==> src/rtl/postfix_expression_evaluator_macros.svh <==
// Assertion macros used by the evaluator.
// Each macro takes a label, the clock, the reset, a property expression and a message.
`ifndef POSTFIX_EXPRESSION_EVALUATOR_MACROS_SVH
`define POSTFIX_EXPRESSION_EVALUATOR_MACROS_SVH

`ifndef SYNTHESIS

// The property must hold at every clock edge outside reset.
`define PFX_ASSERT(lbl, ck, rs, prop, msg) \
  lbl: assert property (@(posedge ck) disable iff (rs) (prop)) else $error(msg);

// The condition must never be seen at a clock edge outside reset.
`define PFX_NEVER(lbl, ck, rs, cond, msg) \
  lbl: assert property (@(posedge ck) disable iff (rs) !(cond)) else $error(msg);

`else

`define PFX_ASSERT(lbl, ck, rs, prop, msg)
`define PFX_NEVER(lbl, ck, rs, cond, msg)

`endif

`endif

==> src/rtl/pfx_pkg.sv <==
package pfx_pkg;

  localparam int PFX_STACK_DEPTH = 16;
  localparam int DATA_W = 32;

  localparam logic [7:0] SYM_0   = 8'h30;
  localparam logic [7:0] SYM_9   = 8'h39;
  localparam logic [7:0] SYM_MOD = 8'h25;
  localparam logic [7:0] SYM_ADD = 8'h2B;
  localparam logic [7:0] SYM_SUB = 8'h2D;
  localparam logic [7:0] SYM_MUL = 8'h2A;
  localparam logic [7:0] SYM_DIV = 8'h2F;

  typedef enum logic [2:0] {
    ST_OK      = 3'd0,
    ST_UNDER   = 3'd1,
    ST_OVER    = 3'd2,
    ST_DIVZ    = 3'd3,
    ST_UNKNOWN = 3'd4
  } status_t;

  typedef enum logic [2:0] {
    OP_DIGIT,
    OP_ADD,
    OP_SUB,
    OP_MUL,
    OP_DIV,
    OP_MOD,
    OP_BAD
  } op_t;

  typedef enum logic [2:0] {
    S_IDLE,
    S_DECODE,
    S_FETCH,
    S_MUL,
    S_DIV,
    S_RESP
  } state_t;

  typedef struct packed {
    logic [7:0] symbol;
    logic       last;
  } in_word_t;

  typedef struct packed {
    logic signed [31:0] top_value;
    logic [4:0]         stack_depth;
    logic [2:0]         status;
    logic               done_res;
  } out_word_t;

  // Result of the divider, valid in the cycle that done is high.
  typedef struct packed {
    logic              done;
    logic [DATA_W-1:0] quotient;
    logic [DATA_W-1:0] remainder;
  } div_rsp_t;

  function automatic op_t decode_sym(logic [7:0] s);
    op_t op;
    unique case (s) inside
      [SYM_0:SYM_9]: op = OP_DIGIT;
      SYM_ADD:       op = OP_ADD;
      SYM_SUB:       op = OP_SUB;
      SYM_MUL:       op = OP_MUL;
      SYM_DIV:       op = OP_DIV;
      SYM_MOD:       op = OP_MOD;
      default:       op = OP_BAD;
    endcase
    return op;
  endfunction

endpackage

==> src/rtl/pfx_stack_mem.sv <==
module pfx_stack_mem
  import pfx_pkg::*;
#(
  parameter int Depth = PFX_STACK_DEPTH,
  parameter int AddrW = $clog2(PFX_STACK_DEPTH)
) (
  input  logic              clk,
  input  logic              we,
  input  logic [AddrW-1:0]  waddr,
  input  logic [DATA_W-1:0] wdata,
  input  logic [AddrW-1:0]  raddr,
  output logic [DATA_W-1:0] rdata
);

  logic [DATA_W-1:0] mem [Depth];

  always_ff @(posedge clk) begin
    if (we) begin
      mem[waddr] <= wdata;
    end
  end

  // Registered read.
  always_ff @(posedge clk) begin
    rdata <= mem[raddr];
  end

endmodule

==> src/rtl/pfx_divider.sv <==
module pfx_divider
  import pfx_pkg::*;
(
  input  logic              clk,
  input  logic              rst,
  input  logic              start,
  input  logic [DATA_W-1:0] dividend,
  input  logic [DATA_W-1:0] divisor,
  output div_rsp_t          rsp
);

  localparam int CntW = $clog2(DATA_W);

  logic              busy;
  logic              done;
  logic [CntW-1:0]   cnt;
  logic [DATA_W-1:0] rem;
  logic [DATA_W-1:0] quo;
  logic [DATA_W-1:0] den;
  logic              neg_q;
  logic              neg_r;

  logic [DATA_W:0]   shifted;
  logic [DATA_W:0]   diff;

  // Restoring division on magnitudes, one quotient bit per cycle.
  assign shifted = {rem, quo[DATA_W-1]};
  assign diff    = shifted - {1'b0, den};

  always_ff @(posedge clk) begin
    if (rst) begin
      busy <= 1'b0;
      done <= 1'b0;
      cnt  <= '0;
    end else begin
      done <= 1'b0;
      if (start) begin
        busy <= 1'b1;
        cnt  <= '0;
      end else if (busy) begin
        cnt <= cnt + CntW'(1);
        if (cnt == CntW'(DATA_W - 1)) begin
          busy <= 1'b0;
          done <= 1'b1;
        end
      end
    end
  end

  always_ff @(posedge clk) begin
    if (start) begin
      quo   <= dividend[DATA_W-1] ? (~dividend + DATA_W'(1)) : dividend;
      den   <= divisor[DATA_W-1] ? (~divisor + DATA_W'(1)) : divisor;
      rem   <= '0;
      neg_q <= dividend[DATA_W-1] ^ divisor[DATA_W-1];
      neg_r <= dividend[DATA_W-1];
    end else if (busy) begin
      if (!diff[DATA_W]) begin
        rem <= diff[DATA_W-1:0];
        quo <= {quo[DATA_W-2:0], 1'b1};
      end else begin
        rem <= shifted[DATA_W-1:0];
        quo <= {quo[DATA_W-2:0], 1'b0};
      end
    end
  end

  // Signs follow truncating division: the remainder takes the dividend's sign.
  assign rsp.done      = done;
  assign rsp.quotient  = neg_q ? (~quo + DATA_W'(1)) : quo;
  assign rsp.remainder = neg_r ? (~rem + DATA_W'(1)) : rem;

endmodule

==> src/rtl/postfix_expression_evaluator.sv <==
// Postfix (RPN) expression evaluator. Each input word carries one ASCII symbol and a last
// flag; every word yields exactly one result word with the value on top of the stack
// (0 when empty), the depth after the symbol, a status code and a done flag. Digits push
// their value, and + - * / % pop two operands and push (second op first) with 32-bit
// wrap-around and C truncating division. Errors (underflow, full stack, divide by zero,
// unknown symbol) leave the stack untouched. A word marked last returns the top and
// empties the stack. The block works on one word at a time: digits and errors finish in
// decode, + and - in the fetch state, * in a multiply state after it, and / and % when the
// divider, which makes one quotient bit per cycle, reports done. The result word is then
// offered once the output register is free, and only after that is the next symbol
// taken. Operand fetch uses the stack memory's registered read port. No clearing pass
// follows reset.
module postfix_expression_evaluator
  import pfx_pkg::*;
#(
  parameter int StackDepth = PFX_STACK_DEPTH
) (
  input  logic      clk,
  input  logic      rst,
  input  logic      sym_valid,
  output logic      sym_stall,
  input  in_word_t  sym_word,
  output logic      res_valid,
  input  logic      res_stall,
  output out_word_t res_word
);

`include "postfix_expression_evaluator_macros.svh"

  localparam int SpW   = $clog2(StackDepth + 1);
  localparam int AddrW = $clog2(StackDepth);

  // Control state.
  state_t          state;
  state_t          state_next;
  logic [SpW-1:0]  sp;
  logic [SpW-1:0]  sp_next;

  // The word being worked on.
  op_t             op_q;
  logic [3:0]      digit_q;
  logic            last_q;

  // Copy of the top entry, so that the top never needs a memory read.
  logic [DATA_W-1:0] tos;
  logic [DATA_W-1:0] tos_next;
  logic [DATA_W-1:0] prod;
  logic [DATA_W-1:0] prod_next;
  out_word_t         res_q;
  out_word_t         res_next;

  // Memory and divider hookup.
  logic              mem_we;
  logic [AddrW-1:0]  mem_waddr;
  logic [DATA_W-1:0] mem_wdata;
  logic [SpW-1:0]    sp_m1;
  logic [SpW-1:0]    sp_m2;
  logic [DATA_W-1:0] rd_a;
  logic              div_start;
  div_rsp_t          div_rsp;

  // Finishing an item.
  logic              fin;
  status_t           fin_status;
  logic [SpW-1:0]    fin_depth;
  logic [DATA_W-1:0] fin_top;
  logic [SpW+4:0]    depth_ext;
  logic              out_free;

  assign sp_m1 = sp - SpW'(1);
  assign sp_m2 = sp - SpW'(2);

  // The second operand sits two below the pointer. It is addressed all the time, so the
  // data is ready in the cycle after decode; writes only happen as an item finishes.
  pfx_stack_mem #(
    .Depth (StackDepth),
    .AddrW (AddrW)
  ) u_mem (
    .clk   (clk),
    .we    (mem_we),
    .waddr (mem_waddr),
    .wdata (mem_wdata),
    .raddr (sp_m2[AddrW-1:0]),
    .rdata (rd_a)
  );

  pfx_divider u_div (
    .clk      (clk),
    .rst      (rst),
    .start    (div_start),
    .dividend (rd_a),
    .divisor  (tos),
    .rsp      (div_rsp)
  );

  // New words are taken only between items.
  assign sym_stall = (state != S_IDLE);
  assign out_free  = !res_valid || !res_stall;

  always_ff @(posedge clk) begin
    if (rst) begin
      state <= S_IDLE;
      sp    <= '0;
    end else begin
      state <= state_next;
      sp    <= sp_next;
    end
  end

  always_ff @(posedge clk) begin
    tos   <= tos_next;
    prod  <= prod_next;
    res_q <= res_next;
    if (sym_valid && !sym_stall) begin
      op_q    <= decode_sym(sym_word.symbol);
      digit_q <= sym_word.symbol[3:0];
      last_q  <= sym_word.last;
    end
  end

  always_comb begin
    state_next = state;
    sp_next    = sp;
    tos_next   = tos;
    prod_next  = prod;
    res_next   = res_q;
    mem_we     = 1'b0;
    mem_waddr  = sp[AddrW-1:0];
    mem_wdata  = {28'd0, digit_q};
    div_start  = 1'b0;
    fin        = 1'b0;
    fin_status = ST_OK;
    fin_depth  = sp;
    fin_top    = tos;

    unique case (state)
      S_IDLE: begin
        if (sym_valid) begin
          state_next = S_DECODE;
        end
      end
      S_DECODE: begin
        fin = 1'b1;
        if (op_q == OP_DIGIT) begin
          if (sp >= SpW'(StackDepth)) begin
            fin_status = ST_OVER;
          end else begin
            mem_we    = 1'b1;
            sp_next   = sp + SpW'(1);
            tos_next  = {28'd0, digit_q};
            fin_depth = sp + SpW'(1);
            fin_top   = {28'd0, digit_q};
          end
        end else if (op_q == OP_BAD) begin
          fin_status = ST_UNKNOWN;
        end else if (sp < SpW'(2)) begin
          fin_status = ST_UNDER;
        end else if ((op_q == OP_DIV || op_q == OP_MOD) && tos == '0) begin
          fin_status = ST_DIVZ;
        end else begin
          fin        = 1'b0;
          state_next = S_FETCH;
        end
      end
      S_FETCH: begin
        prod_next = DATA_W'(rd_a * tos);
        if (op_q == OP_ADD || op_q == OP_SUB) begin
          fin       = 1'b1;
          fin_top   = (op_q == OP_ADD) ? (rd_a + tos) : (rd_a - tos);
        end else if (op_q == OP_MUL) begin
          state_next = S_MUL;
        end else begin
          div_start  = 1'b1;
          state_next = S_DIV;
        end
      end
      S_MUL: begin
        fin     = 1'b1;
        fin_top = prod;
      end
      S_DIV: begin
        if (div_rsp.done) begin
          fin     = 1'b1;
          fin_top = (op_q == OP_MOD) ? div_rsp.remainder : div_rsp.quotient;
        end
      end
      S_RESP: begin
        if (out_free) begin
          state_next = S_IDLE;
        end
      end
      default: begin
        state_next = S_IDLE;
      end
    endcase

    // A finished operator writes its result over the second operand and drops one entry.
    if (fin && state != S_DECODE) begin
      mem_we    = 1'b1;
      mem_waddr = sp_m2[AddrW-1:0];
      mem_wdata = fin_top;
      sp_next   = sp_m1;
      tos_next  = fin_top;
      fin_depth = sp_m1;
    end

    depth_ext = {5'd0, fin_depth};
    if (fin) begin
      res_next.top_value   = (fin_depth != '0) ? fin_top : '0;
      res_next.stack_depth = depth_ext[4:0];
      res_next.status      = fin_status;
      res_next.done_res    = last_q;
      state_next           = S_RESP;
      if (last_q) begin
        sp_next = '0;
      end
    end
  end

  // Output register: holds a result word until it is taken.
  always_ff @(posedge clk) begin
    if (rst) begin
      res_valid <= 1'b0;
    end else if (state == S_RESP && out_free) begin
      res_valid <= 1'b1;
    end else if (!res_stall) begin
      res_valid <= 1'b0;
    end
  end

  always_ff @(posedge clk) begin
    if (state == S_RESP && out_free) begin
      res_word <= res_q;
    end
  end

  `PFX_ASSERT(a_sp_bound, clk, rst, sp <= SpW'(StackDepth), "stack pointer beyond capacity")
  `PFX_ASSERT(a_last_clears, clk, rst, (state == S_RESP && res_q.done_res) |-> (sp == '0), "stack not emptied after last word")
  `PFX_ASSERT(a_div_done_state, clk, rst, div_rsp.done |-> (state == S_DIV), "divider finished outside a division")
  `PFX_NEVER(a_op_underflow, clk, rst, (state == S_FETCH) && (sp < SpW'(2)), "operand fetch with fewer than two entries")

endmodule

==> config.mk <==
export PLATFORM = sky130hd
export DESIGN_NAME = postfix_expression_evaluator
export DESIGN_NICKNAME = d
export VERILOG_FILES = /design/src/rtl/pfx_pkg.sv /design/src/rtl/pfx_stack_mem.sv /design/src/rtl/pfx_divider.sv /design/src/rtl/postfix_expression_evaluator.sv
export VERILOG_INCLUDE_DIRS = /design/src /design/src/rtl
export SDC_FILE = /design/constraint.sdc
export NUM_CORES = 2
export LEC_CHECK = 0
export BUFFER_PORTS_ARGS = -buffer_cell sky130_fd_sc_hd__buf_2
export CAP_MARGIN = 20
export CORE_MARGIN = 3
export CORE_UTILIZATION = 30
export CTS_CLUSTER_SIZE = 28
export DETAILED_ROUTE_END_ITERATION = 6
export GPL_ROUTABILITY_DRIVEN = 0
export SETUP_SLACK_MARGIN = 0.2
export SYNTH_ARGS = -nofsm -noshare
export SYNTH_HDL_FRONTEND = slang
export SYNTH_SLANG_ARGS = --single-unit
==> constraint.sdc <==
create_clock -name clk -period 8.3 [get_ports clk]
set_clock_uncertainty 0.05 [all_clocks]
set_input_delay 1.245 -clock clk [delete_from_list [all_inputs] [get_ports clk]]
set_output_delay 1.245 -clock clk [all_outputs]
set_load 0.01 [all_outputs]
==> results by stage <==
Final layout:
- The final non-filler cell area is 59830 um^2.
- The net count of the finished layout is 5066.
- Leaving out fill and tap cells, the most frequent cells in the layout are sky130_fd_sc_hd__edfxtp_1 (732), sky130_fd_sc_hd__inv_1 (463), sky130_fd_sc_hd__nand2_1 (435).
- The library cell used most frequently in the layout, excluding fill and tap cells, is sky130_fd_sc_hd__edfxtp_1.
- In the final layout, the share of cells above drive strength 1 is 12.39%.
- Compared with the post-synthesis result, the final layout area differs by 12.22%.
- For this run, the number of standard cells in the final layout without fillers is 6862.

Clock tree:
- Buffers inserted to repair hold after CTS numbered 0.
- The clock-pin slew on the worst setup and hold paths is 0.06 ns.
- CTS built an H-tree with a depth of 3.
- The number of setup buffers added after CTS is 0.
- The worst-skew pair later-pin latency is 0.73 ns.
- The TritonCTS buffer count is 90.
- The maximum buffer depth of the clock tree is 3.
- Counting every sink on the clock net gives 812.
- The quantity of gates resized following cts is 0.
- TritonCTS built the clock tree.
- The clock root buffer is sky130_fd_sc_hd__clkbuf_16.

Setup path:
- By startpoint and endpoint, the worst setup path is classified as reg2reg.
- The category of the worst setup path capture point is a flop.
- STA classifies the critical path startpoint as a flop.
- The critical path data required time is 8.67 ns.
- The arrival time reported for the critical path endpoint is 7.92 ns.
- Along the worst path, the maximum fanout reaches 17.

Floorplanning:
- In this run the horizontal extent of the chip is 427.6 um.
- The core area is 176500 um^2.
- The number of standard-cell rows in the floorplan is 154.
- Once the floorplan was initialized, standard cells occupied 30.21% of the core.
- During I/O placement, the number of pins put on the boundary was 56.
- The die covers 182800 um^2.
- From bottom edge to top edge, the die measures 427.6 um.

Synthesis:
- Of the synthesized area, sequential elements account for 44.23%.
- Counting flops and latches in the post-synthesis netlist gives 812.
- The total nets after synthesis is 5038.
- The most frequently used flop master after synthesis is sky130_fd_sc_hd__edfxtp_1.
- In the synthesized netlist, the number of instances is 4418.
- The synthesized design contains 732 enable-type register cells.
- The synthesized design devotes to its leading area cell type 41.22% of total area.
- Yosys printed 0 warnings.
- By area the synthesized netlist is led by sky130_fd_sc_hd__edfxtp_1 (41%), sky130_fd_sc_hd__fa_1 (15%), sky130_fd_sc_hd__mux4_2 (6.8%).
- After synthesis, the share of flip-flops with an asynchronous set or reset is 0%.
- The average cell area after synthesis is 12.07 um^2.
- After synthesis, the netlist uses 86 different library cells.
- The cell area after synthesis is 53320 um^2.
- The cell taking the most area after synthesis is sky130_fd_sc_hd__edfxtp_1.

Route:
- The final layout contains routed wiring with a total length of 158.2 mm.
- The iteration-0 DRC count of the detailed router is 3533.
- After detailed routing, the number of vias per cell comes to 5.165.
- The routed length per instance is 23.06 um.
- The first detailed-routing pass took 7 iterations.
- In the routed design, unresolved DRC markers number 2.
- The total via count after detailed routing is 35440.
- The number of antenna-violating nets in the routed design is 0.

Global route:
- The leftover overflow at the end of global routing is 0.
- The initial antenna violation count is 6.
- Global routing consumed, over all layers together, 17.24% of the routing resources.
- The number of global-route vias before repair is 35830.
- Entering global routing, the biggest net connects 93 pins.
- The first global-routing pass estimated 235.5 mm of wire.

STA:
- The max-slew headroom at the worst pin is 19.17%.
- After routing, the total negative slack on setup checks comes to 0 ns.
- The final count of hold timing violations is 0.
- The achievable clock frequency is 0.1325 GHz.
- Setup repair after global routing left no endpoint under its margin.
- The worst path meets setup with 0.7556 ns of slack.
- The count of final max-slew check failures is 0.
- Of the available clock period, the critical path in the final layout requires 90.90%.
- Setup violations remaining at the end of the flow were counted as 0.
- For the finished layout, the period the worst path requires is 7.544 ns.
- For the pin with the worst max-slew slack, the measured transition is 1.212 ns.

Flow run:
- The max-capacitance violation count is 0.

Placed design:
- The number of port buffers is 55.
- Detailed placement finished with a half-perimeter wire length of 111.1 mm.
- The setup slack at placement is 0.6208 ns.
- Counting tap cells, the placed design contains a total of 6683 instances.
- Summing all placed instances gives a cell area of 56740 um^2.

Min path:
- The worst hold path belongs to the class reg2reg.

Outcome:
- The run finished, with violations left.
- The checks that failed: DRC.
-- cell type report --
type                            count  area [um^2]
Fill cell                       17340       116700
Multi-Input combinational cell   2884        27220
Sequential cell                   812        23590
Tap cell                         2340         2928
Clock buffer                      117         2414
Inverter                          465         1745
Timing Repair Buffer              193         1375
Clock inverter                     50        560.5
Antenna cell                        1        2.502
-- worst max-delay path: stages, from the launching register on --
cell and delay [ns]:
sky130_fd_sc_hd__edfxtp_1 0.91, sky130_fd_sc_hd__nand2_1 0.17, sky130_fd_sc_hd__fa_1 0.43, sky130_fd_sc_hd__inv_1 0.07, sky130_fd_sc_hd__fa_1 0.44, sky130_fd_sc_hd__fa_1 0.51, sky130_fd_sc_hd__inv_1 0.05, sky130_fd_sc_hd__fa_1 0.48
sky130_fd_sc_hd__inv_1 0.05, sky130_fd_sc_hd__fa_1 0.49, sky130_fd_sc_hd__inv_1 0.05, sky130_fd_sc_hd__fa_1 0.53, sky130_fd_sc_hd__inv_1 0.05, sky130_fd_sc_hd__fa_1 0.49, sky130_fd_sc_hd__fa_1 0.42, sky130_fd_sc_hd__ha_1 0.38
sky130_fd_sc_hd__o21ai_0 0.11, sky130_fd_sc_hd__a21oi_1 0.21, sky130_fd_sc_hd__o211ai_1 0.14, sky130_fd_sc_hd__o21bai_1 0.24, sky130_fd_sc_hd__a311oi_1 0.55, sky130_fd_sc_hd__a21o_1 0.22, sky130_fd_sc_hd__a21oi_1 0.08, sky130_fd_sc_hd__xnor2_1 0.14
-- metrics by stage --
stage          utilization [%]  hold slack (ns)
3_3_place_gp             32.15           0.3528
2_1_floorplan                -           0.3503
5_1_grt                  33.90           0.3720
3_5_place_dp             32.15           0.3570
4_1_cts                  33.83           0.3710
6_report                 33.90           0.3687
-- worst paths after layout --
kind | cells after the start | startpoint | slack (ns) | to
worst max-delay path | 23 | tos[9] | 0.76 | prod[30]
worst min-delay path | 0 | res_q[3] | 0.37 | res_word[3]
worst max register to register | 23 | tos[9] | 0.76 | prod[30]
worst min register to register | 0 | res_q[3] | 0.37 | res_word[3]
-- layer usage --
metal	global-route usage, %	wire length [um]
met5	0	0
met3	3.229	12730
met4	6.795	6818
met1	23.12	65100
met2	27.60	73590
-- state kept, by name, indices dropped and copies added, names as in the netlist, 3 cells and up, named ones only --
name         count
u_div.den       32
u_div.quo       32
res_q           41
u_mem.rdata     32
u_mem.mem      512
tos             28
res_word        41
u_div.rem       32
prod            32
state            3
u_div.cnt        5
op_q             3
digit_q          4
sp               5
-- Yosys cell counts, types with 6 or more instances --
cell type,count
sky130_fd_sc_hd__a211oi_1,23
sky130_fd_sc_hd__a21boi_0,11
sky130_fd_sc_hd__a21o_1,51
sky130_fd_sc_hd__a21oi_1,138
sky130_fd_sc_hd__a221o_1,6
sky130_fd_sc_hd__a221oi_1,7
sky130_fd_sc_hd__a222oi_1,11
sky130_fd_sc_hd__a22oi_1,7
sky130_fd_sc_hd__a31oi_1,21
sky130_fd_sc_hd__and2_1,309
sky130_fd_sc_hd__and3_1,19
sky130_fd_sc_hd__buf_1,22
sky130_fd_sc_hd__clkbuf_1,230
sky130_fd_sc_hd__dfxtp_1,80
sky130_fd_sc_hd__edfxtp_1,732
sky130_fd_sc_hd__fa_1,410
sky130_fd_sc_hd__ha_1,197
sky130_fd_sc_hd__inv_1,464
sky130_fd_sc_hd__mux2i_1,33
sky130_fd_sc_hd__mux4_2,160
sky130_fd_sc_hd__nand2_1,437
sky130_fd_sc_hd__nand2b_1,25
sky130_fd_sc_hd__nand3_1,39
sky130_fd_sc_hd__nand4_1,11
sky130_fd_sc_hd__nand4b_1,6
sky130_fd_sc_hd__nor2_1,174
sky130_fd_sc_hd__nor2b_1,19
sky130_fd_sc_hd__nor3_1,40
sky130_fd_sc_hd__nor4_1,15
sky130_fd_sc_hd__o211ai_1,8
sky130_fd_sc_hd__o21a_1,20
sky130_fd_sc_hd__o21ai_0,176
sky130_fd_sc_hd__o21bai_1,10
sky130_fd_sc_hd__o22ai_1,7
sky130_fd_sc_hd__o31ai_1,39
sky130_fd_sc_hd__o41ai_1,13
sky130_fd_sc_hd__or2_2,13
sky130_fd_sc_hd__or3_1,32
sky130_fd_sc_hd__or4_1,16
sky130_fd_sc_hd__or4_4,6
sky130_fd_sc_hd__xnor2_1,169
sky130_fd_sc_hd__xor2_1,115
-- logic make-up (layout without fill, tap and decap cells) --
| logic type | after synthesis | in the layout | share of synthesized area (%) |
|---|---|---|---|
| fa+ha+maj | 607 | 607 | 20.02 |
| flops | 812 | 812 | 44.23 |
| xor+xnor | 285 | 285 | 4.696 |
| mux | 194 | 194 | 7.399 |
| compound gates | 611 | 611 | 7.411 |
| other cells | 0 | 1 | 0 |
| buf+inv | 722 | 825 | 5.118 |
| simple gates | 1187 | 1187 | 11.13 |
Power is left out: the tool's default activity adds up to more than one toggle a clock period on the data nets, which glitch-free logic cannot reach.
